<file path="config.mk">
export PLATFORM = sky130hd
export DESIGN_NAME = matrix4x4_unit
export DESIGN_NICKNAME = d
export VERILOG_FILES = /design/src/design/mmu_pkg.sv /design/src/design/matrix4x4_unit.sv
export SDC_FILE = /design/constraint.sdc
export NUM_CORES = 2
export LEC_CHECK = 0
export ABC_AREA = 1
export BUFFER_PORTS_ARGS = -buffer_cell sky130_fd_sc_hd__clkbuf_2
export CAP_MARGIN = 20
export CORE_ASPECT_RATIO = 0.8
export CORE_MARGIN = 2
export CORE_UTILIZATION = 55
export CTS_CLUSTER_DIAMETER = 120
export DETAILED_ROUTE_END_ITERATION = 10
export PLACE_DENSITY = 0.68
export SKIP_LAST_GASP = 1
export SYNTH_ARGS = -nofsm -noshare
export SYNTH_HDL_FRONTEND = slang
export SYNTH_SLANG_ARGS = --single-unit
</file>
<file path="constraint.sdc">
create_clock -name clock -period 24.1 [get_ports clock]
set_input_delay 1.205 -clock clock [delete_from_list [all_inputs] [get_ports clock]]
set_output_delay 1.205 -clock clock [all_outputs]
set_load 0.005 [all_outputs]
</file>
<file path="src/design/mmu_pkg.sv">
// Shared constants, codes and word types for the 4x4 fixed-point matrix unit.
// No dependencies; imported by matrix4x4_unit.
package mmu_pkg;

   localparam int MATRIX_DIM = 4;
   localparam int FRAC_BITS  = 16;
   localparam int ELEM_COUNT = MATRIX_DIM * MATRIX_DIM;
   localparam int IDX_W      = $clog2(ELEM_COUNT);
   localparam int CNT_W      = $clog2(MATRIX_DIM);
   localparam int DATA_W     = 32;
   localparam int PROD_W     = 2 * DATA_W;
   localparam int ACC_W      = PROD_W - FRAC_BITS + $clog2(MATRIX_DIM);
   localparam int OP_W       = 3;

   localparam logic [DATA_W-1:0] FIX_ONE = DATA_W'(1) << FRAC_BITS;
   localparam logic [DATA_W-1:0] SAT_MAX = {1'b0, {(DATA_W-1){1'b1}}};
   localparam logic [DATA_W-1:0] SAT_MIN = {1'b1, {(DATA_W-1){1'b0}}};

   localparam logic [OP_W-1:0] OP_WRITE = 3'd0;
   localparam logic [OP_W-1:0] OP_MUL   = 3'd1;
   localparam logic [OP_W-1:0] OP_ADD   = 3'd2;
   localparam logic [OP_W-1:0] OP_SUB   = 3'd3;
   localparam logic [OP_W-1:0] OP_CMP   = 3'd4;
   localparam logic [OP_W-1:0] OP_TRN   = 3'd5;
   localparam logic [OP_W-1:0] OP_IDENT = 3'd6;

   typedef struct packed {
      logic [OP_W-1:0]          operation;
      logic                     matrix_select;
      logic [IDX_W-1:0]         element_index;
      logic signed [DATA_W-1:0] element_value;
   } req_type;

   typedef struct packed {
      logic [IDX_W-1:0]         out_index;
      logic signed [DATA_W-1:0] out_value;
      logic                     is_equal;
      logic                     last;
   } rsp_type;

   typedef struct packed {
      logic [IDX_W-1:0] index;
      logic             last;
      logic             first_k;
      logic             last_k;
   } tag_type;

   function automatic logic [IDX_W-1:0] elem_addr(input logic [CNT_W-1:0] row,
                                                  input logic [CNT_W-1:0] col);
      return IDX_W'(row) * IDX_W'(MATRIX_DIM) + IDX_W'(col);
   endfunction

endpackage

</file>
<file path="src/design/matrix4x4_unit.sv">
// 4x4 signed Q16.16 matrix unit: matrices A and B in two synchronous memories,
// one shared multiply-accumulate path. Depends on mmu_pkg.
//
// A word is taken when start is high and busy is low. Write and identity finish
// in the accepting cycle and leave busy low. Add, subtract, transpose and compare
// read both memories once per element. Multiply runs 64 multiply-accumulates
// through the one shared multiplier, one per cycle. Results appear on rsp_data
// for exactly one cycle with rsp_strobe high and cannot be held off; take each
// word when it is shown. Both matrices are identity right after reset, with no
// clearing pass. Transpose flips an address map and costs no memory rewrite.
module matrix4x4_unit
   import mmu_pkg::*;
(
   input  logic    clock,
   input  logic    reset,
   input  logic    start,
   input  req_type req_data,
   output logic    busy,
   output logic    rsp_strobe,
   output rsp_type rsp_data
);

   typedef enum logic [1:0] {
      ST_IDLE = 2'b01,
      ST_RUN  = 2'b10
   } state_type;

   state_type             state_ff, state_in;
   logic [OP_W-1:0]       op_ff, op_in;
   logic [CNT_W-1:0]      row_ff, row_in;
   logic [CNT_W-1:0]      col_ff, col_in;
   logic [CNT_W-1:0]      k_ff, k_in;
   logic                  tr_ff, tr_in;
   logic                  eq_ff, eq_in;
   logic [ELEM_COUNT-1:0] valid_a_ff, valid_a_in;
   logic [ELEM_COUNT-1:0] valid_b_ff, valid_b_in;

   logic [DATA_W-1:0]     mem_a [ELEM_COUNT];
   logic [DATA_W-1:0]     mem_b [ELEM_COUNT];
   logic [DATA_W-1:0]     rd_a_ff, rd_b_ff;

   logic                  s1_valid_ff, s1_valid_in;
   tag_type               s1_tag_ff, s1_tag_in;
   logic                  rdv_a_ff, rdv_a_in, rdv_b_ff, rdv_b_in;
   logic                  diag_a_ff, diag_a_in, diag_b_ff, diag_b_in;

   logic                  s2_valid_ff, s2_valid_in;
   tag_type               s2_tag_ff, s2_tag_in;
   logic signed [PROD_W-1:0] prod_ff, prod_in;
   logic signed [ACC_W-1:0]  acc_ff, acc_in;

   logic                  rsp_strobe_ff, rsp_strobe_in;
   rsp_type               rsp_data_ff, rsp_data_in;

   logic                  accept;
   logic                  is_mul, last_k, last_col, last_row;
   logic [CNT_W-1:0]      a_row, a_col, b_row, b_col;
   logic [IDX_W-1:0]      rd_addr_a, rd_addr_b;
   logic                  we_a, we_b, idx_ok;
   logic [CNT_W-1:0]      wr_row, wr_col;
   logic [IDX_W-1:0]      wr_addr_a;
   logic signed [DATA_W-1:0] a_eff, b_eff;
   logic signed [DATA_W:0]   add_sum;
   logic signed [ACC_W-1:0]  term, acc_sum;
   logic [ACC_W-DATA_W:0]    acc_top;

   assign busy       = (state_ff != ST_IDLE) || s1_valid_ff || s2_valid_ff;
   assign accept     = start && !busy;
   assign rsp_strobe = rsp_strobe_ff;
   assign rsp_data   = rsp_data_ff;

   assign is_mul   = (op_ff == OP_MUL);
   assign last_k   = !is_mul || (k_ff == CNT_W'(MATRIX_DIM - 1));
   assign last_col = (col_ff == CNT_W'(MATRIX_DIM - 1));
   assign last_row = (row_ff == CNT_W'(MATRIX_DIM - 1));

   assign a_row = row_ff;
   assign a_col = is_mul ? k_ff : col_ff;
   assign b_row = is_mul ? k_ff : row_ff;
   assign b_col = col_ff;
   assign rd_addr_a = tr_ff ? elem_addr(a_col, a_row) : elem_addr(a_row, a_col);
   assign rd_addr_b = elem_addr(b_row, b_col);

   assign idx_ok    = {1'b0, req_data.element_index} < (IDX_W + 1)'(ELEM_COUNT);
   assign wr_row    = CNT_W'(req_data.element_index / MATRIX_DIM);
   assign wr_col    = CNT_W'(req_data.element_index % MATRIX_DIM);
   assign wr_addr_a = tr_ff ? elem_addr(wr_col, wr_row) : req_data.element_index;
   assign we_a = accept && (req_data.operation == OP_WRITE) && !req_data.matrix_select
                 && idx_ok;
   assign we_b = accept && (req_data.operation == OP_WRITE) && req_data.matrix_select
                 && idx_ok;

   assign a_eff = rdv_a_ff ? $signed(rd_a_ff) : (diag_a_ff ? $signed(FIX_ONE) : '0);
   assign b_eff = rdv_b_ff ? $signed(rd_b_ff) : (diag_b_ff ? $signed(FIX_ONE) : '0);
   assign prod_in = a_eff * b_eff;
   assign add_sum = (op_ff == OP_SUB) ? (DATA_W + 1)'(a_eff) - (DATA_W + 1)'(b_eff)
                                      : (DATA_W + 1)'(a_eff) + (DATA_W + 1)'(b_eff);

   assign term    = ACC_W'($signed(prod_ff[PROD_W-1:FRAC_BITS]));
   assign acc_sum = (s2_tag_ff.first_k ? '0 : acc_ff) + term;
   assign acc_top = acc_sum[ACC_W-1:DATA_W-1];

   always_comb begin
      state_in      = state_ff;
      op_in         = op_ff;
      row_in        = row_ff;
      col_in        = col_ff;
      k_in          = k_ff;
      tr_in         = tr_ff;
      eq_in         = eq_ff;
      valid_a_in    = valid_a_ff;
      valid_b_in    = valid_b_ff;
      s1_valid_in   = 1'b0;
      s1_tag_in     = s1_tag_ff;
      rdv_a_in      = rdv_a_ff;
      rdv_b_in      = rdv_b_ff;
      diag_a_in     = diag_a_ff;
      diag_b_in     = diag_b_ff;
      s2_valid_in   = s1_valid_ff && is_mul;
      s2_tag_in     = s1_tag_ff;
      acc_in        = acc_ff;
      rsp_strobe_in = 1'b0;
      rsp_data_in   = rsp_data_ff;

      case (state_ff)
         ST_IDLE: begin
            if (accept) begin
               if (req_data.operation inside {OP_MUL, OP_ADD, OP_SUB, OP_CMP, OP_TRN}) begin
                  state_in = ST_RUN;
                  op_in    = req_data.operation;
                  row_in   = '0;
                  col_in   = '0;
                  k_in     = '0;
                  eq_in    = 1'b1;
                  if (req_data.operation == OP_TRN) begin
                     tr_in = !tr_ff;
                  end
               end
               if (req_data.operation == OP_IDENT) begin
                  if (req_data.matrix_select) begin
                     valid_b_in = '0;
                  end else begin
                     valid_a_in = '0;
                  end
               end
               if (we_a) begin
                  valid_a_in[wr_addr_a] = 1'b1;
               end
               if (we_b) begin
                  valid_b_in[req_data.element_index] = 1'b1;
               end
            end
         end
         ST_RUN: begin
            s1_valid_in       = 1'b1;
            s1_tag_in.index   = elem_addr(row_ff, col_ff);
            s1_tag_in.last    = last_row && last_col;
            s1_tag_in.first_k = (k_ff == '0);
            s1_tag_in.last_k  = last_k;
            rdv_a_in          = valid_a_ff[rd_addr_a];
            rdv_b_in          = valid_b_ff[rd_addr_b];
            diag_a_in         = (a_row == a_col);
            diag_b_in         = (b_row == b_col);
            if (last_k) begin
               k_in = '0;
               if (last_col) begin
                  col_in = '0;
                  if (last_row) begin
                     row_in   = '0;
                     state_in = ST_IDLE;
                  end else begin
                     row_in = row_ff + CNT_W'(1);
                  end
               end else begin
                  col_in = col_ff + CNT_W'(1);
               end
            end else begin
               k_in = k_ff + CNT_W'(1);
            end
         end
         default: begin
            state_in = ST_IDLE;
         end
      endcase

      if (s1_valid_ff) begin
         case (op_ff)
            OP_ADD, OP_SUB: begin
               rsp_strobe_in         = 1'b1;
               rsp_data_in.out_index = s1_tag_ff.index;
               rsp_data_in.is_equal  = 1'b0;
               rsp_data_in.last      = s1_tag_ff.last;
               if (add_sum[DATA_W] != add_sum[DATA_W-1]) begin
                  rsp_data_in.out_value = add_sum[DATA_W] ? SAT_MIN : SAT_MAX;
               end else begin
                  rsp_data_in.out_value = add_sum[DATA_W-1:0];
               end
            end
            OP_TRN: begin
               rsp_strobe_in         = 1'b1;
               rsp_data_in.out_index = s1_tag_ff.index;
               rsp_data_in.out_value = a_eff;
               rsp_data_in.is_equal  = 1'b0;
               rsp_data_in.last      = s1_tag_ff.last;
            end
            OP_CMP: begin
               eq_in = eq_ff && (a_eff == b_eff);
               if (s1_tag_ff.last) begin
                  rsp_strobe_in         = 1'b1;
                  rsp_data_in.out_index = '0;
                  rsp_data_in.out_value = '0;
                  rsp_data_in.is_equal  = eq_in;
                  rsp_data_in.last      = 1'b1;
               end
            end
            default: begin
            end
         endcase
      end

      if (s2_valid_ff) begin
         acc_in = acc_sum;
         if (s2_tag_ff.last_k) begin
            rsp_strobe_in         = 1'b1;
            rsp_data_in.out_index = s2_tag_ff.index;
            rsp_data_in.is_equal  = 1'b0;
            rsp_data_in.last      = s2_tag_ff.last;
            if (&acc_top || ~|acc_top) begin
               rsp_data_in.out_value = acc_sum[DATA_W-1:0];
            end else begin
               rsp_data_in.out_value = acc_sum[ACC_W-1] ? SAT_MIN : SAT_MAX;
            end
         end
      end
   end

   always_ff @(posedge clock) begin
      if (we_a) begin
         mem_a[wr_addr_a] <= req_data.element_value;
      end
      rd_a_ff <= mem_a[rd_addr_a];
   end

   always_ff @(posedge clock) begin
      if (we_b) begin
         mem_b[req_data.element_index] <= req_data.element_value;
      end
      rd_b_ff <= mem_b[rd_addr_b];
   end

   always_ff @(posedge clock) begin
      if (reset) begin
         state_ff      <= ST_IDLE;
         op_ff         <= OP_WRITE;
         row_ff        <= '0;
         col_ff        <= '0;
         k_ff          <= '0;
         tr_ff         <= 1'b0;
         valid_a_ff    <= '0;
         valid_b_ff    <= '0;
         s1_valid_ff   <= 1'b0;
         s2_valid_ff   <= 1'b0;
         rsp_strobe_ff <= 1'b0;
      end else begin
         state_ff      <= state_in;
         op_ff         <= op_in;
         row_ff        <= row_in;
         col_ff        <= col_in;
         k_ff          <= k_in;
         tr_ff         <= tr_in;
         valid_a_ff    <= valid_a_in;
         valid_b_ff    <= valid_b_in;
         s1_valid_ff   <= s1_valid_in;
         s2_valid_ff   <= s2_valid_in;
         rsp_strobe_ff <= rsp_strobe_in;
      end
   end

   always_ff @(posedge clock) begin
      eq_ff       <= eq_in;
      s1_tag_ff   <= s1_tag_in;
      rdv_a_ff    <= rdv_a_in;
      rdv_b_ff    <= rdv_b_in;
      diag_a_ff   <= diag_a_in;
      diag_b_ff   <= diag_b_in;
      s2_tag_ff   <= s2_tag_in;
      prod_ff     <= prod_in;
      acc_ff      <= acc_in;
      rsp_data_ff <= rsp_data_in;
   end

endmodule
</file>
Word-level counts from Yosys, hierarchy flattened:

Memories as Yosys holds them, arrays and structs flattened. A register that Yosys moved wholly into a read port is not among the register bits.
Index checks and enable logic that the tools add are counted.

* add/sub/neg operators: 11
* multiply operators: 1
* order comparisons: 6
* equality and inequality tests: 26
* mux-type cells: 69
* bitwise logic cells: 2
* reduce and logical (&&, ||, !) cells: 33

Operators by type and width (number)
* two-way mux 32 bit: 6
* two-way mux 16 bit: 10
* two-way mux 38 bit: 4
* case mux 38 bit (3 select lines): 1
* multiplier 32 x 32 -> 64 bit: 1
* adder 50 bit: 1
* two-way mux 50 bit: 1
* two-way mux 17 bit: 2
* adder 32 x 32 -> 33 bit: 1
* two-way mux 33 bit: 1
* subtractor 32 x 32 -> 33 bit: 1
* == test 32 bit: 1
* OR 16 bit: 2
* two-way mux 2 bit: 15
* adder 4 x 2 -> 4 bit: 5
* < comparator 4 x 5 -> 1 bit (second input constant): 4
* AND reduction 19 bit: 1
* OR reduction 19 bit: 1
* two-way mux 1 bit: 18
* case mux 2 bit (2 select lines): 4
* == test 3 bit (second input constant): 5
* == test 3 x 2 -> 1 bit (second input constant): 4
* inequality test 2 bit (second input constant): 5
* AND reduction 5 bit: 2
* other kinds (24): 52

* register bits: 218
* memory bits (writable): 1024
* bits of input ports: 43
* output and inout bits: 40
* memories: 2

Memory list
* mem_a: words 16, bits a word 32, read ports 1, clocked after Yosys merged registers in 1, write ports 1, RTL line matrix4x4_unit.sv:38 `logic [DATA_W-1:0] mem_a [ELEM_COUNT];`
* mem_b: words 16, bits a word 32, read ports 1, clocked after Yosys merged registers in 1, write ports 1, RTL line matrix4x4_unit.sv:39 `logic [DATA_W-1:0] mem_b [ELEM_COUNT];`

Depth between registers and ports, before layout:

* depth after elaboration: 10
* mapped depth: 36
* gate-level depth less buffers: 33

Worst setup path before layout:

Ideal clock, no wire load.

* kind: register to register
* from: register rdv_b_ff
* to: register prod_ff[60]
* setup time: 0.112 ns
* arrival: 7.753 ns
* slack: 16.234 ns
* cell stages (with the launch flop): 28
* period minus slack after synthesis: 7.866 ns
* cells stage by stage: edfxtp_1 > clkbuf_1 > buf_1 > nand2_1 > inv_1 > clkbuf_1 > nand2_1 > fa_1 > fa_1 > inv_1 > fa_1 > fa_1 > inv_1 > fa_1 > inv_1 > fa_1 > inv_1 > fa_1 > fa_1 > inv_1 > ha_1 > a21oi_1 > o21a_1 > o21ai_0 > a2111oi_0 > nand2_1 > nand2_1 > nand2_1

* cells in the longest elaborated chain, start to end: 2

RTL lines
* start: declaration: RTL line matrix4x4_unit.sv:44 `logic rdv_a_ff, rdv_a_in, rdv_b_ff, rdv_b_in;`
* start signal: assignment: RTL line matrix4x4_unit.sv:283 `rdv_b_ff <= rdv_b_in;`
* two-way mux 32 bit: RTL line matrix4x4_unit.sv:94 `assign b_eff = rdv_b_ff ? $signed(rd_b_ff) : (diag_b_ff ? $signed(FIX_ONE) : '0);`
* multiplier 32 x 32 -> 64 bit: RTL line matrix4x4_unit.sv:95 `assign prod_in = a_eff * b_eff;`
* via prod_in[60]: RTL line matrix4x4_unit.sv:49 `logic signed [PROD_W-1:0] prod_ff, prod_in;`
* end signal: assignment: RTL line matrix4x4_unit.sv:287 `prod_ff <= prod_in;`
* end: declaration: RTL line matrix4x4_unit.sv:49

The timed path passes the listed nets, and every way through them passes these cells.
A chain may end at the register's enable or synchronous reset.

Final worst setup path:

* from: register rdv_a_ff
* to: register prod_ff[62]

* cells in the longest elaborated chain, start to end: 2

RTL lines
* start: declaration: RTL line matrix4x4_unit.sv:44
* start signal: assignment: RTL line matrix4x4_unit.sv:282 `rdv_a_ff <= rdv_a_in;`
* two-way mux 32 bit: RTL line matrix4x4_unit.sv:93 `assign a_eff = rdv_a_ff ? $signed(rd_a_ff) : (diag_a_ff ? $signed(FIX_ONE) : '0);`
* multiplier 32 x 32 -> 64 bit: RTL line matrix4x4_unit.sv:95
* via prod_in[62]: RTL line matrix4x4_unit.sv:49

The timed path passes the listed nets, and every way through them passes these cells.

==> results list <==
- Cell types occupying the most area after synthesis: sky130_fd_sc_hd__edfxtp_1, sky130_fd_sc_hd__fa_1, sky130_fd_sc_hd__inv_1
- Worst hold slack: 0.3425 ns
- Worst setup slack after placement: 13.28 ns
- CP Data Arrival Time: roughly 12 ns
- In this design, the largest share of critical-path delay is due to adder cells.
- Post-route clock period utilization: 0.4719
- Headroom to the max-slew limit came out at 0.2274.
* Syn. warnings: 0
- For this run, design rule violations remaining after detail routing come to 0.
- Hold Buf Count CTS: 0
- First drt pass iteration count: 7
* Max-cap check violation count: 0
- In this run the number of H-tree levels came out at 4.
- Synthesis-stage register bit count: between 1000 and 1500
- In this run the deepest clock path goes through 3 buffers.
- Transition time at the pin with the least slew margin: between 1 and 1.5 ns
- Average routed wire per standard cell: 28.34 microns
* Hold depth: 0
* Worst path buffer plus inverter count: 5
* Cts repair resizes: 0
- The setup check on the worst reg-to-reg path leaves a slack of 12.73 ns.
- Number of nets with antenna violations after detailed routing: 0
- Top_reg_cell synth: sky130_fd_sc_hd__edfxtp_1
- Launching point of the worst reg2reg path: rdv_a_ff
* Die outline area: 173800 sq um
- The total overflow left after global routing is 0.
- The cell sitting at the root of the clock tree is a sky130_fd_sc_hd__clkbuf_16.
- Minimum clock period after layout: about 11 ns
- After the last flow step, the layout net total stands at roughly 11000.
- Sum Neg Setup Slack: 0 ns
- For this run, the top clock speed supported by timing is roughly 90 MHz.
- The initial antenna violation count was 32.
- For the worst setup path, the data required time is 24.85 ns.
- Summed instance area of the synthesized netlist: between 90000 and 100000 sq um
- In this run, the number of DRC markers left after iteration 0 of detailed routing was 10574.
- A synthesized cell averages 9.513 sq um.
- In this run the most critical hold path is launched from s1_tag_ff[0].
- For this block, the via count after detailed routing is around 74000.
- Worst r2r dst: prod_ff[62]
- After clock tree synthesis, the clock-pin slew on the worst setup and hold paths is ~0.060 ns.
- Input and output buffers added on the ports amount to between 80 and 90.
- The initial utilization of the core area, before any placement, comes to 0.5540.
- Setup Crit Path Kind: flop to flop
- Of the post-synthesis cell area, the dominant cell type holds 0.3475.
- Of all nets on the critical path, the largest fanout is 33.
- The worst setup path is captured at a flop.
- Hold Path Class: flop to flop
- Result of the run: finished, final reports clean
- Post-CTS timing repair inserted 0 buffers for setup.
- Worst r2r path cells: 22
- The final-report hold violation count is 0.
- The number of different library cells used by synthesis comes to 57.
- Hold-critical path endpoint: s2_tag_ff[0]
* Slowest library cell on the worst path: sky130_fd_sc_hd__nand2_1
- At the end of the flow the core is filled with cells to 0.6006.
* Post-synthesis async set-or-reset flop share: 0
- For this block, the routed nets add up to 345800 microns of wire.
* Post-synth EDFFs: approximately 1100
* Global routing usage summed across all routing layers: 0.4024
- HPWL after DPL: 253500 microns
- Top library cells by usage in the layout, fill and taps aside: sky130_fd_sc_hd__inv_1, sky130_fd_sc_hd__nand2_1, sky130_fd_sc_hd__nor2_1
- After detailed routing, the number of vias per cell comes to 6.029.
* Smallest setup slack after layout: approximately 13 ns
- Synthesis handed over a netlist of between 9000 and 10000 instances.
- Largest stage delay on the critical path: 0.97 ns
- Setup violation total in the final timing report: 0
* Insertion delay to the later sink of the worst-skew pair: 0.82 ns
* CTS tree: yes
* CP most frequent cell: sky130_fd_sc_hd__fa_1
* Biggest area consumer among synthesized cells: sky130_fd_sc_hd__edfxtp_1
- The die is 373.3 microns tall.
- Critical-path cell list: buf_4, nand2_1, buf_4, clkinv_1, nand2_1, fa_1, fa_1, fa_1, fa_1, inv_1, fa_1, fa_1, fa_1, fa_1, ha_1, a21oi_1, inv_1, a31oi_1, a21boi_0, nand3_1, a31oi_1, xor2_1
* Number of buffers created by CTS: between 100 and 150
* Most common cell after layout, fill and taps aside: sky130_fd_sc_hd__inv_1
* Horizontal die dimension: between 400 and 500 microns
* Cell row count: between 100 and 150
* Count of fill cells added during filler insertion: 14497
- Layout-stage area growth over the synthesis result: 8.406%
- between 80 and 90 I/O pins were placed.
* Setup Skew: roughly 0.056 ns
* Sequential-to-total area share from yosys stat: 0.3912
- Share of cells above drive strength 1: 0.05799
- Final Slew Violations: 0
- Maximum number of pins on one net before global-route repair: approximately 230
* Global-route wire length before repair: about 500000 microns
- The congestion estimate from routability-driven global placement came to around 1.1.
- Number of global-route vias before repair: slightly above 70000
- The floorplan step defined a core boundary enclosing ~170000 sq um.
* Sinks on the clock net: between 1000 and 1500
* RSZ-0062 raised after global routing: false
- Synthesis produced a netlist with a net count of roughly 11000.
* Launching element type of the critical path: flop
==> worst register-to-register path: stages (launching register included) <==
cell and delay, ns:
sky130_fd_sc_hd__edfxtp_1 0.37, sky130_fd_sc_hd__buf_4 0.27, sky130_fd_sc_hd__nand2_1 0.26, sky130_fd_sc_hd__buf_4 0.45
sky130_fd_sc_hd__clkinv_1 1.00, sky130_fd_sc_hd__nand2_1 0.99, sky130_fd_sc_hd__fa_1 0.61, sky130_fd_sc_hd__fa_1 0.95
sky130_fd_sc_hd__fa_1 0.56, sky130_fd_sc_hd__fa_1 0.53, sky130_fd_sc_hd__inv_1 0.07, sky130_fd_sc_hd__fa_1 0.55
sky130_fd_sc_hd__fa_1 0.44, sky130_fd_sc_hd__fa_1 0.64, sky130_fd_sc_hd__fa_1 0.46, sky130_fd_sc_hd__ha_1 0.38
sky130_fd_sc_hd__a21oi_1 0.18, sky130_fd_sc_hd__inv_1 0.09, sky130_fd_sc_hd__a31oi_1 0.37, sky130_fd_sc_hd__a21boi_0 0.91
sky130_fd_sc_hd__nand3_1 0.71, sky130_fd_sc_hd__a31oi_1 0.37, sky130_fd_sc_hd__xor2_1 0.16
==> layer usage <==
metal	track usage	part of all wire	vias up
li1	-	-	31465
met1	0.6005	0.42	36741
met2	0.5489	0.40	4610
met3	0.1290	0.14	747
met4	0.1407	0.040	18
met5	0.01185	0.0016	-
==> sequential cells by signal (all words and copies together), names as in the netlist, 2 cells and up <==
| name | cells |
|---|---|
| b_col | 2 |
| op_ff | 3 |
| s1_tag_ff | 7 |
| rsp_data | 38 |
| rd_b_ff | 32 |
| valid_b_ff | 16 |
| mem_b | 512 |
| state_ff | 2 |
| rd_a_ff | 32 |
| acc_ff | 50 |
| mem_a | 512 |
| valid_a_ff | 16 |
| k_ff | 2 |
| s2_tag_ff | 7 |
| prod_ff | 48 |
| a_row | 2 |
==> worst max path at each step <==
stage                     cells past startpoint  startpoint           to  slack, ns
final                                        22    rdv_a_ff  prod_ff[62]      12.73
after floorplan                              27    rdv_b_ff  prod_ff[60]      16.23
after CTS                                    22    rdv_a_ff  prod_ff[62]      13.27
after global placement                       22    rdv_a_ff  prod_ff[62]      13.28
after global routing                         22    rdv_a_ff  prod_ff[54]      12.71
after detailed placement                     22    rdv_a_ff  prod_ff[62]      13.28
==> stage by stage <==
| stage | cells | area [sq um] |
|---|---|---|
| after CTS | 12191 | 101600 |
| after floorplan | 9857 | 93770 |
| after detailed placement | 11946 | 96960 |
| final | 12204 | 101700 |
| after global routing | 12196 | 101600 |
| after global placement | 11945 | 96960 |
==> cell type report <==
class | count | area [sq um] | share of cell area
antenna | 12 | 30.03 | 0.0002954
clock buffer | 187 | 3742 | 0.03681
clock inverter | 58 | 890.9 | 0.008764
inverter | 1818 | 6833 | 0.06722
multi-input combinational | 6325 | 48890 | 0.4809
sequential | 1290 | 36700 | 0.3610
tap | 2260 | 2828 | 0.02782
timing repair buffer | 254 | 1747 | 0.01718
==> cells in the mapped netlist, types with 11 or more instances <==
cell type,number
sky130_fd_sc_hd__nand2_2,19
sky130_fd_sc_hd__o21ai_0,491
sky130_fd_sc_hd__o21a_1,26
sky130_fd_sc_hd__nor4_1,11
sky130_fd_sc_hd__nand4_1,39
sky130_fd_sc_hd__nor2_2,12
sky130_fd_sc_hd__o21bai_1,29
sky130_fd_sc_hd__xnor2_1,37
sky130_fd_sc_hd__buf_1,35
sky130_fd_sc_hd__o22ai_1,76
sky130_fd_sc_hd__o221ai_1,76
sky130_fd_sc_hd__xor2_1,61
sky130_fd_sc_hd__buf_2,47
sky130_fd_sc_hd__a22oi_1,32
sky130_fd_sc_hd__nand3_1,366
sky130_fd_sc_hd__dfxtp_1,205
sky130_fd_sc_hd__nor2_1,1178
sky130_fd_sc_hd__a31oi_1,25
sky130_fd_sc_hd__inv_1,1776
sky130_fd_sc_hd__inv_2,13
sky130_fd_sc_hd__ha_1,300
sky130_fd_sc_hd__clkinv_1,29
sky130_fd_sc_hd__o211ai_1,281
sky130_fd_sc_hd__nor3_1,35
sky130_fd_sc_hd__nand2_1,1727
sky130_fd_sc_hd__edfxtp_1,1085
sky130_fd_sc_hd__fa_1,1084
sky130_fd_sc_hd__a21oi_1,357
sky130_fd_sc_hd__clkbuf_1,332
==> logic make-up after synthesis <==
family / count (synthesis) / synth area share
xor gates and xnor gates: 100 / 0.009620
AOI/OAI and AO/OA: 1429 / 0.09149
buffers and inverters: 2242 / 0.09093
muxes: 1 / 0.0001067
adders and majority gates: 1384 / 0.2714
DFF: 1290 / 0.3912
and+or+nand+nor: 3411 / 0.1452
Power is not shown: default switching activity piles up to over one toggle a cycle in this logic, so the estimate is an artifact.
